## src/yrgb_pkg.sv

```systemverilog
// Shared types, constants and helper functions for the YUV to RGB converter.
// Used by yrgb_mix and by the top level yuv_to_rgb_fixed_point; no dependencies.
package yrgb_pkg;

    localparam int SCALE_SHIFT = 3;
    localparam logic [7:0] ALPHA_BYTE = 8'hFF;
    localparam int CFG_ADDR_W = 4;
    localparam int CFG_DATA_W = 16;

    // Configuration register indexes.
    localparam logic [CFG_ADDR_W-1:0] REG_LUMA_OFFSET = 4'd0;
    localparam logic [CFG_ADDR_W-1:0] REG_CB_OFFSET   = 4'd1;
    localparam logic [CFG_ADDR_W-1:0] REG_CR_OFFSET   = 4'd2;
    localparam logic [CFG_ADDR_W-1:0] REG_LUMA_GAIN   = 4'd3;
    localparam logic [CFG_ADDR_W-1:0] REG_CB_TO_BLUE  = 4'd4;
    localparam logic [CFG_ADDR_W-1:0] REG_CB_TO_GREEN = 4'd5;
    localparam logic [CFG_ADDR_W-1:0] REG_CR_TO_GREEN = 4'd6;
    localparam logic [CFG_ADDR_W-1:0] REG_CR_TO_RED   = 4'd7;

    // Output byte orders.
    localparam int ORDER_RGB24 = 0;
    localparam int ORDER_BGR24 = 1;
    localparam int ORDER_RGBA  = 2;
    localparam int ORDER_BGRA  = 3;
    localparam int ORDER_ARGB  = 4;
    localparam int ORDER_ABGR  = 5;
    localparam int DEFAULT_OUTPUT_ORDER = ORDER_RGB24;

    // High halves of the five coefficient products.
    typedef struct packed {
        logic signed [15:0] yy;
        logic signed [15:0] u2b;
        logic signed [15:0] u2g;
        logic signed [15:0] v2g;
        logic signed [15:0] v2r;
    } prod_t;

    function automatic logic signed [15:0] sat_add16(input logic signed [15:0] a,
                                                     input logic signed [15:0] b);
        logic signed [16:0] s;
        s = signed'({a[15], a}) + signed'({b[15], b});
        if (s > 17'sd32767)
        begin
            return 16'sh7FFF;
        end
        else if (s < -17'sd32768)
        begin
            return 16'sh8000;
        end
        return s[15:0];
    endfunction

    function automatic logic [7:0] clip255(input logic signed [15:0] v);
        if (v[15])
        begin
            return 8'd0;
        end
        else if (v > 16'sd255)
        begin
            return 8'hFF;
        end
        return v[7:0];
    endfunction

endpackage

```

## src/yuv_to_rgb_fixed_point.sv

```systemverilog
// Top level of the fixed-point YUV to RGB pixel converter.
// Depends on yrgb_pkg and instantiates yrgb_mix.
//
// Usage:
//   Input stream (s_tvalid/s_tready/s_tdata) carries one pixel per transaction:
//   luma, blue chroma and red chroma bytes. Output stream (m_tvalid/m_tready/
//   m_tdata) carries one packed 32-bit pixel word per input transaction, in order.
//   Eight 16-bit signed registers (offsets and coefficients) are written through
//   cfg_we/cfg_addr/cfg_data; write them only while no pixel is in flight.
//   Indexes 8 and above are ignored.
//   Pipeline: prescale register, product register, output register. Throughput is
//   one pixel per clock while m_tready stays high; the product stage holds five
//   16x16 signed multiplies side by side. Each stage takes new data when it is
//   empty or its contents move on, so bubbles are squeezed out. When the
//   receiver holds m_tready low the pipeline fills and s_tready drops once all
//   three stages hold a pixel.
//   Reset clears all stage valid flags and every configuration register to zero.
//   OUTPUT_ORDER selects RGB24, BGR24, RGBA, BGRA, ARGB or ABGR packing.
module yuv_to_rgb_fixed_point #(
    parameter int OUTPUT_ORDER = yrgb_pkg::DEFAULT_OUTPUT_ORDER
) (
    input  logic                                clk,
    input  logic                                rst_n,
    input  logic                                s_tvalid,
    output logic                                s_tready,
    input  logic [23:0]                         s_tdata,  // luma, chroma_blue, chroma_red
    output logic                                m_tvalid,
    input  logic                                m_tready,
    output logic [31:0]                         m_tdata,  // pixel_word
    input  logic                                cfg_we,
    input  logic [yrgb_pkg::CFG_ADDR_W-1:0]     cfg_addr,
    input  logic [yrgb_pkg::CFG_DATA_W-1:0]     cfg_data
);

    logic signed [15:0] luma_offset_reg;
    logic signed [15:0] cb_offset_reg;
    logic signed [15:0] cr_offset_reg;
    logic signed [15:0] luma_gain_reg;
    logic signed [15:0] cb_to_blue_reg;
    logic signed [15:0] cb_to_green_reg;
    logic signed [15:0] cr_to_green_reg;
    logic signed [15:0] cr_to_red_reg;

    logic               s1_valid_reg;
    logic               s2_valid_reg;
    logic               out_valid_reg;
    logic               s1_ready;
    logic               s2_ready;
    logic               out_ready;

    logic signed [15:0] y_reg;
    logic signed [15:0] u_reg;
    logic signed [15:0] v_reg;
    logic signed [15:0] y_next;
    logic signed [15:0] u_next;
    logic signed [15:0] v_next;

    yrgb_pkg::prod_t    prod_reg;
    yrgb_pkg::prod_t    prod_next;
    logic [31:0]        word_next;
    logic [31:0]        word_reg;

    logic signed [31:0] p_yy;
    logic signed [31:0] p_u2b;
    logic signed [31:0] p_u2g;
    logic signed [31:0] p_v2g;
    logic signed [31:0] p_v2r;

    // Configuration writes.
    always_ff @(posedge clk or negedge rst_n)
    begin
        if (!rst_n)
        begin
            luma_offset_reg <= '0;
            cb_offset_reg   <= '0;
            cr_offset_reg   <= '0;
            luma_gain_reg   <= '0;
            cb_to_blue_reg  <= '0;
            cb_to_green_reg <= '0;
            cr_to_green_reg <= '0;
            cr_to_red_reg   <= '0;
        end
        else if (cfg_we)
        begin
            case (cfg_addr)
                yrgb_pkg::REG_LUMA_OFFSET: luma_offset_reg <= cfg_data;
                yrgb_pkg::REG_CB_OFFSET:   cb_offset_reg   <= cfg_data;
                yrgb_pkg::REG_CR_OFFSET:   cr_offset_reg   <= cfg_data;
                yrgb_pkg::REG_LUMA_GAIN:   luma_gain_reg   <= cfg_data;
                yrgb_pkg::REG_CB_TO_BLUE:  cb_to_blue_reg  <= cfg_data;
                yrgb_pkg::REG_CB_TO_GREEN: cb_to_green_reg <= cfg_data;
                yrgb_pkg::REG_CR_TO_GREEN: cr_to_green_reg <= cfg_data;
                yrgb_pkg::REG_CR_TO_RED:   cr_to_red_reg   <= cfg_data;
                default: ;
            endcase
        end
    end

    // Flow control: a stage can load when it is empty or its contents leave.
    assign out_ready = !out_valid_reg || m_tready;
    assign s2_ready  = !s2_valid_reg || out_ready;
    assign s1_ready  = !s1_valid_reg || s2_ready;
    assign s_tready  = s1_ready;
    assign m_tvalid  = out_valid_reg;
    assign m_tdata   = word_reg;

    always_ff @(posedge clk or negedge rst_n)
    begin
        if (!rst_n)
        begin
            s1_valid_reg  <= 1'b0;
            s2_valid_reg  <= 1'b0;
            out_valid_reg <= 1'b0;
        end
        else
        begin
            if (s1_ready)
            begin
                s1_valid_reg <= s_tvalid;
            end
            if (s2_ready)
            begin
                s2_valid_reg <= s1_valid_reg;
            end
            if (out_ready)
            begin
                out_valid_reg <= s2_valid_reg;
            end
        end
    end

    // Stage 1: scale each sample by eight and remove its offset, wrapping to 16 bits.
    always_comb
    begin
        y_next = (16'(s_tdata[7:0])   << yrgb_pkg::SCALE_SHIFT) - luma_offset_reg;
        u_next = (16'(s_tdata[15:8])  << yrgb_pkg::SCALE_SHIFT) - cb_offset_reg;
        v_next = (16'(s_tdata[23:16]) << yrgb_pkg::SCALE_SHIFT) - cr_offset_reg;
    end

    always_ff @(posedge clk)
    begin
        if (s1_ready && s_tvalid)
        begin
            y_reg <= y_next;
            u_reg <= u_next;
            v_reg <= v_next;
        end
    end

    // Stage 2: signed products, high halves kept.
    always_comb
    begin
        p_yy  = y_reg * luma_gain_reg;
        p_u2b = u_reg * cb_to_blue_reg;
        p_u2g = u_reg * cb_to_green_reg;
        p_v2g = v_reg * cr_to_green_reg;
        p_v2r = v_reg * cr_to_red_reg;
        prod_next.yy  = p_yy[31:16];
        prod_next.u2b = p_u2b[31:16];
        prod_next.u2g = p_u2g[31:16];
        prod_next.v2g = p_v2g[31:16];
        prod_next.v2r = p_v2r[31:16];
    end

    always_ff @(posedge clk)
    begin
        if (s2_ready && s1_valid_reg)
        begin
            prod_reg <= prod_next;
        end
    end

    // Stage 3: saturating sums, clamp and pack.
    yrgb_mix #(
        .OUTPUT_ORDER (OUTPUT_ORDER)
    ) u_mix (
        .prod       (prod_reg),
        .pixel_word (word_next)
    );

    always_ff @(posedge clk)
    begin
        if (out_ready && s2_valid_reg)
        begin
            word_reg <= word_next;
        end
    end

`ifndef SYNTHESIS
    // An accepted pixel always lands in the first stage.
    a_accept_loads: assert property (@(posedge clk) disable iff (!rst_n)
        s_tvalid && s_tready |=> s1_valid_reg)
        else $error("accepted pixel did not enter the first stage");

    // Input is only refused when every stage is full and the output is stalled.
    a_full_when_blocked: assert property (@(posedge clk) disable iff (!rst_n)
        !s_tready |-> s1_valid_reg && s2_valid_reg && out_valid_reg && !m_tready)
        else $error("input refused while the pipeline has room");

    // A pixel in the product stage moves to the output whenever the output can take it.
    a_product_moves: assert property (@(posedge clk) disable iff (!rst_n)
        s2_valid_reg && out_ready |=> m_tvalid)
        else $error("product stage did not advance to the output");

    // The fixed byte of the packed word matches the selected order.
    a_fixed_byte: assert property (@(posedge clk) disable iff (!rst_n)
        m_tvalid |->
            ((OUTPUT_ORDER == yrgb_pkg::ORDER_RGBA || OUTPUT_ORDER == yrgb_pkg::ORDER_BGRA)
                ? (m_tdata[31:24] == yrgb_pkg::ALPHA_BYTE)
             : (OUTPUT_ORDER == yrgb_pkg::ORDER_ARGB || OUTPUT_ORDER == yrgb_pkg::ORDER_ABGR)
                ? (m_tdata[7:0] == yrgb_pkg::ALPHA_BYTE)
             : (m_tdata[31:24] == 8'd0)))
        else $error("fixed byte of the pixel word is wrong");
`endif

endmodule

```

## src/yrgb_mix.sv

```systemverilog
// Combines the coefficient products into clamped R, G, B and packs the pixel word.
// Depends on yrgb_pkg for prod_t, the saturating helpers and the order codes.
module yrgb_mix #(
    parameter int OUTPUT_ORDER = yrgb_pkg::DEFAULT_OUTPUT_ORDER
) (
    input  yrgb_pkg::prod_t prod,
    output logic [31:0]     pixel_word
);

    logic [7:0] r;
    logic [7:0] g;
    logic [7:0] b;
    logic signed [15:0] chroma_g;

    always_comb
    begin
        chroma_g = yrgb_pkg::sat_add16(prod.v2g, prod.u2g);
        r = yrgb_pkg::clip255(yrgb_pkg::sat_add16(prod.yy, prod.v2r));
        g = yrgb_pkg::clip255(yrgb_pkg::sat_add16(prod.yy, chroma_g));
        b = yrgb_pkg::clip255(yrgb_pkg::sat_add16(prod.yy, prod.u2b));
    end

    // Byte 0 is the first byte in memory. Unknown orders pack as RGB24.
    always_comb
    begin
        case (OUTPUT_ORDER)
            yrgb_pkg::ORDER_BGR24: pixel_word = {8'd0, r, g, b};
            yrgb_pkg::ORDER_RGBA:  pixel_word = {yrgb_pkg::ALPHA_BYTE, b, g, r};
            yrgb_pkg::ORDER_BGRA:  pixel_word = {yrgb_pkg::ALPHA_BYTE, r, g, b};
            yrgb_pkg::ORDER_ARGB:  pixel_word = {b, g, r, yrgb_pkg::ALPHA_BYTE};
            yrgb_pkg::ORDER_ABGR:  pixel_word = {r, g, b, yrgb_pkg::ALPHA_BYTE};
            default:               pixel_word = {8'd0, b, g, r};
        endcase
    end

endmodule
```

## config.mk

```make
export PLATFORM = sky130hd
export DESIGN_NAME = yuv_to_rgb_fixed_point
export DESIGN_NICKNAME = d
export VERILOG_FILES = /design/src/yrgb_pkg.sv /design/src/yuv_to_rgb_fixed_point.sv /design/src/yrgb_mix.sv
export SDC_FILE = /design/constraint.sdc
export NUM_CORES = 2
export LEC_CHECK = 0
export BUFFER_PORTS_ARGS = -buffer_cell sky130_fd_sc_hd__buf_2
export CAP_MARGIN = 0
export CELL_PAD_IN_SITES_DETAIL_PLACEMENT = 0
export CELL_PAD_IN_SITES_GLOBAL_PLACEMENT = 1
export CORE_MARGIN = 8
export CORE_UTILIZATION = 25
export DETAILED_ROUTE_END_ITERATION = 16
export GPL_ROUTABILITY_DRIVEN = 0
export PLACE_DENSITY_LB_ADDON = 0.3
export SLEW_MARGIN = 20
export SYNTH_ARGS = -nofsm -noshare
export SYNTH_HDL_FRONTEND = slang
export SYNTH_SLANG_ARGS = --single-unit
export TNS_END_PERCENT = 10
```

## constraint.sdc

```tcl
create_clock -name clk -period 12.71 [get_ports clk]
set_input_delay 1.9065 -clock clk [delete_from_list [all_inputs] [get_ports clk]]
set_output_delay 1.9065 -clock clk [all_outputs]
set_load 0.02 [all_outputs]
```

; ---- Word-level counts from Yosys, hierarchy flattened
; Index checks and enable logic that the tools add are counted.
[word_totals]
register_bits = 283
in_bits = 49
out_inout_bits = 34
[op_classes]
addsub = 7
mul = 5
order_cmp = 11
eq_ne = 7
n_mux = 35
n_reduce_logical = 18
[ops]
columns = op, n
row1 = two-way mux 16 bit, 12
row2 = multiplier 16 x 16 -> 32 bit, 5
row3 = two-way mux 8 bit, 9
row4 = adder 16 x 16 -> 17 bit, 4
row5 = > comparator 17 x 16 -> 1 bit (second input constant), 4
row6 = < comparator 17 x 16 -> 1 bit (second input constant), 4
row7 = > comparator 16 x 9 -> 1 bit (second input constant), 3
row8 = subtractor 11 x 16 -> 16 bit, 3
row9 = equality test 4 x 3 -> 1 bit (second input constant), 4
row10 = AND reduction 2 bit, 8
row11 = two-way mux 1 bit, 14
row12 = equality test 4 x 2 -> 1 bit (second input constant), 2
row13 = equality test 4 x 1 -> 1 bit (second input constant), 1
row14 = zero test 4 bit, 1
row15 = logical AND 1 bit, 3
row16 = zero test 1 bit, 3
row17 = logical OR 1 bit, 3

; ---- Depth between registers and ports, before layout
[logic_depth]
word_depth = 14
mapped_depth = 24

; ---- Modules after synthesis
; From an unflattened synthesis, not the netlist that was laid out.
[hier_totals]
cells_unflattened = 6239
area_unflattened_um2 = 61321.3
[by_module_without_submodules]
columns = module, instances, cells_each, area_each_um2
row1 = yuv_to_rgb_fixed_point, 1, 5770, 57925.6
row2 = yrgb_mix, 1, 469, 3395.8

; ---- Least setup slack after synthesis
; Ideal clock, no wire load.
[synth_path]
kind = flip-flop to flip-flop
startpoint = register cr_to_red_reg[4]
endpoint = register prod_reg[15] (netlist bit), data pin
setup_time_ps = 262
arrival_time_ps = 6270
required_time_ps = 12448
path_slack_ps = 6178
path_stages_with_launch = 23
path_buffers = 2
period_less_slack_ps = 6532
cell_sequence = dfrtp_1 clkbuf_1 clkbuf_1 nand2_1 fa_1 inv_1 fa_1 inv_1 fa_1 fa_1 fa_1 inv_1 fa_1 ha_1 a211o_1 a211oi_1 a21boi_1 a221oi_1 a2111oi_4 o21ai_2 a2111oi_1 o31ai_1 xnor2_1
[synth_via]
elab_chain_len = 1
[synth_lines]
columns = item, line_no
row1 = from (decl), yuv_to_rgb_fixed_point.sv:42  ; logic signed [15:0] cr_to_red_reg;
row2 = from (signal assigned), yuv_to_rgb_fixed_point.sv:93  ; yrgb_pkg::REG_CR_TO_RED: cr_to_red_reg <= cfg_data;
row3 = multiplier 16 x 16 -> 32 bit, yuv_to_rgb_fixed_point.sv:157  ; p_v2r = v_reg * cr_to_red_reg;
row4 = via p_v2r[31], yuv_to_rgb_fixed_point.sv:67  ; logic signed [31:0] p_v2r;
row5 = to (signal assigned), yuv_to_rgb_fixed_point.sv:169  ; prod_reg <= prod_next;
row6 = to (decl), yuv_to_rgb_fixed_point.sv:58  ; yrgb_pkg::prod_t prod_reg;
; The timed path passes the listed nets, and every way through them passes these cells.
; A chain may end at the register's enable or synchronous reset.

; ---- Final worst setup path
[layout_path]
startpoint = register cb_to_green_reg[1]
endpoint = register prod_reg[47] (netlist bit), data pin
[layout_via]
elab_chain_len = 1
[layout_lines]
columns = item, line_no
row1 = from (decl), yuv_to_rgb_fixed_point.sv:40  ; logic signed [15:0] cb_to_green_reg;
row2 = from (signal assigned), yuv_to_rgb_fixed_point.sv:91  ; yrgb_pkg::REG_CB_TO_GREEN: cb_to_green_reg <= cfg_data;
row3 = multiplier 16 x 16 -> 32 bit, yuv_to_rgb_fixed_point.sv:155  ; p_u2g = u_reg * cb_to_green_reg;
row4 = via p_u2g[31], yuv_to_rgb_fixed_point.sv:65  ; logic signed [31:0] p_u2g;
; The timed path passes the listed nets, and every way through them passes these cells.

==> flow_metrics.env <==
export IMPL_setup_viol=0
export IMPL_synth_cells=6183
export IMPL_rr_worst_depth=21
export IMPL_placed_cell_area_um2=64400
export IMPL_place_ws_ns=5.41
export IMPL_grt_ovfl_total=0
export IMPL_max_freq_ghz=0.139
export IMPL_finalHoldViolCount=0
export IMPL_cts_root_buffer="clkbuf_16"
export IMPL_async_reset_ff_share_pct=46.3
export IMPL_ys_types=89
export IMPL_cts_resized=0
export IMPL_cts_max_path_buffers=3
export IMPL_largest_reg_flops=80
export IMPL_clk_pin_slew_ns=0.06
export IMPL_period_share_pct=56.5
export IMPL_worst_pin_slew_ns=1.03
export IMPL_crit_type="reg2reg"
export IMPL_fillers=25356
export IMPL_ys_seq_area_share_pct=12.9
export IMPL_vias_per_cell=4.28
export IMPL_cts_setup_buffers=0
export IMPL_drive_gt1_share_pct=5.93
export IMPL_synth_flop_cell="edfxtp_1"
export IMPL_synth_edf_count=152
export IMPL_cts_hold_buf=0
export IMPL_grt_pass1_wl_um=266000
export IMPL_fin_skew_ns=0.0295
export IMPL_ys_seq_elements=283
export IMPL_routed_via_count=39919
export IMPL_cts_tree="done"
export IMPL_wl_um=171000
export IMPL_yosys_area_top_type="fa_1"
export IMPL_die_area_um2=258000
export IMPL_hold_class="reg2reg"
export IMPL_yosys_warnings=0
export IMPL_die_y_um=508
export IMPL_fp_row_count=180
export IMPL_fin_tns_setup_ns=0
export IMPL_cp_max_fo=17
export IMPL_die_w_um=508
export IMPL_maxCapViolations=0
export IMPL_crit_arrival_ns=7.52
export IMPL_rrSetupSlack_ns=5.53
export IMPL_grt_pass1_vias=44375
export IMPL_grt_max_degree=68
export IMPL_reg2reg_from="cb_to_green_reg[1]"
export IMPL_cp_required_ns=13.05
export IMPL_yosysTopAreaCellShare_pct=43.3
export IMPL_synth_area_leaders="fa_1, ha_1, inv_1"
export IMPL_finish_instance_area_um2=65800
export IMPL_slew_viol_final=0
export IMPL_whs_path_depth=1
export IMPL_antenna_left=0
export IMPL_holdPathEnd="s2_valid_reg"
export IMPL_track_usage_pct=13.3
export IMPL_drc=0
export IMPL_grt_antenna_before_repair=16
export IMPL_slew_headroom_pct=31.1
export IMPL_outcome="complete, no violations"
export IMPL_rsz0062_at_grt="no"
export IMPL_cts_sinks=283
export IMPL_synth_avg_cell_area_um2=9.80
export IMPL_place_inst=9249
export IMPL_dp_hpwl_um=134000
export IMPL_min_period_ns=7.18
export IMPL_cts_htree_levels=2
export IMPL_stdcell_count=9334
export IMPL_cts_inserted_buffers=43
export IMPL_start_kind="flip-flop"
export IMPL_drtPass1Iterations=5
export IMPL_worstHoldStart="s1_valid_reg"
export IMPL_wl_per_cell_um=18.3
export IMPL_portBuffers=74
export IMPL_cp_end_kind="flip-flop"
export IMPL_synth_area_um2=60600
export IMPL_insertion_delay_ns=0.62
export IMPL_drt_initial_drc_count=2162
export IMPL_coreArea_um2=241000
export IMPL_layout_nets=7953
export IMPL_timing_final_ws_setup_ns=5.53
export IMPL_start_util_pct=25.2
export IMPL_area_growth_pct=8.69
export IMPL_ios=83
export IMPL_r2r_end="prod_reg[47]"
synth_stat cells (4+ instances only):
cell / n
inv_1: 1469
fa_1: 1309
clkbuf_1: 239
a21o_1: 43
nor2_1: 128
and3b_1: 4
xnor2_1: 126
a21oi_1: 92
buf_4: 8
or3_1: 10
a31oi_1: 15
o22ai_1: 6
nor2b_1: 13
o31ai_1: 7
o21ai_0: 91
a221oi_1: 4
nor3_1: 52
xor2_1: 53
and2_1: 485
nand2b_1: 84
nand3_1: 20
o211ai_1: 13
edfxtp_1: 152
o21a_1: 47
o21bai_1: 16
or2_2: 7
a21boi_0: 20
mux2i_1: 4
and3_1: 12
nand3b_1: 6
a2111oi_0: 6
ha_1: 486
nand4_1: 17
mux2_2: 126
nand2_1: 774
nor3b_1: 8
dfrtp_1: 131
a211oi_1: 18
cell families (layout without fill, tap and decap cells):
logic type | Yosys count | in the layout | share of synthesized area [%]
muxes | 131 | 131 | 2.43
other | 1 | 14 | 0.00619
buffers and inverters | 1720 | 1673 | 10.7
AOI/OAI and AO/OA | 432 | 432 | 4.79
DFF | 283 | 283 | 12.9
xor gates and xnor gates | 179 | 179 | 2.59
and+or+nand+nor | 1639 | 1639 | 13.2
adders and majority gates | 1798 | 1798 | 53.4
layout by cell type, fill, tap and decap left out, types with 9 or more instances in the layout:
cell type / netlist / routed
o211ai_1: 13 / 13
a21boi_0: 20 / 20
nand3_1: 20 / 20
nand2b_1: 84 / 84
nor2_1: 128 / 128
inv_1: 1469 / 1469
ha_1: 486 / 486
a211oi_1: 18 / 18
xor2_1: 53 / 53
and2_1: 485 / 482
nor3_1: 52 / 52
buf_2: 1 / 73
clkinv_4: 0 / 9
o21a_1: 47 / 47
dfrtp_1: 131 / 131
nand4_1: 17 / 17
o21ai_0: 91 / 91
o21bai_1: 16 / 16
xnor2_1: 126 / 126
or3_1: 10 / 10
buf_4: 8 / 50
fa_1: 1309 / 1309
clkbuf_16: 0 / 44
a21oi_1: 92 / 92
mux2_2: 126 / 126
nor2b_1: 13 / 13
nand2_1: 774 / 774
a21o_1: 43 / 43
and3_1: 12 / 12
a31oi_1: 15 / 15
edfxtp_1: 152 / 152
critical path, stage by stage, from the launching register on:
cell	delay, ns
dfrtp_1	0.82
nand2_1	0.20
inv_1	0.17
fa_1	0.48
fa_1	0.55
inv_1	0.05
fa_1	0.48
fa_1	0.54
fa_1	0.50
inv_1	0.05
fa_1	0.44
ha_1	0.33
a21o_1	0.18
or3_1	0.30
a211oi_1	0.33
o31ai_1	0.14
buf_4	0.18
o21bai_1	0.29
o21ba_2	0.23
o21ai_0	0.13
o41ai_1	0.34
xnor2_1	0.16
worst max path at each step:
stage / from / end / cells past startpoint
after global placement: cr_to_red_reg[7] / prod_reg[15] / 22
after floorplan: cr_to_red_reg[4] / prod_reg[15] / 22
after detailed placement: cr_to_red_reg[7] / prod_reg[15] / 22
final: cb_to_green_reg[1] / prod_reg[47] / 21
after CTS: y_reg[13] / prod_reg[73] / 22
after global routing: y_reg[13] / prod_reg[73] / 22
per-stage QoR:
stage / hold WS [ns] / utilization (%)
detailed placement: 0.478 / 26.7
CTS: 0.492 / 27.3
finish: 0.490 / 27.3
global route: 0.511 / 27.3
floorplan: 0.449 / -
global placement: 0.467 / 26.7
per-layer routing:
| metal | part of all wire [%] | up-vias | track usage, % | wire [um] |
|---|---|---|---|---|
| li1 | - | 18333 | - | - |
| met1 | 45 | 20734 | 18.1 | 77200 |
| met2 | 48 | 713 | 23.2 | 82500 |
| met3 | 4.7 | 139 | 1.50 | 8000 |
| met4 | 1.7 | 0 | 2.28 | 2870 |
| met5 | 0 | - | 0 | 0 |
cell type report:
| cell class | count | area, um^2 | share of cell area, % |
|---|---|---|---|
| diodes | 6 | 15.0 | 0.0228 |
| clock buffers | 52 | 1180 | 1.79 |
| clock inverters | 27 | 272 | 0.412 |
| inverters | 1470 | 5520 | 8.39 |
| multi-input cells | 4187 | 46300 | 70.3 |
| flip-flops and latches | 283 | 7840 | 11.9 |
| well taps | 3185 | 3990 | 6.05 |
| repair buffers | 124 | 752 | 1.14 |
Power is not shown: default switching activity piles up to over one toggle a cycle in this logic, so the estimate is an artifact.
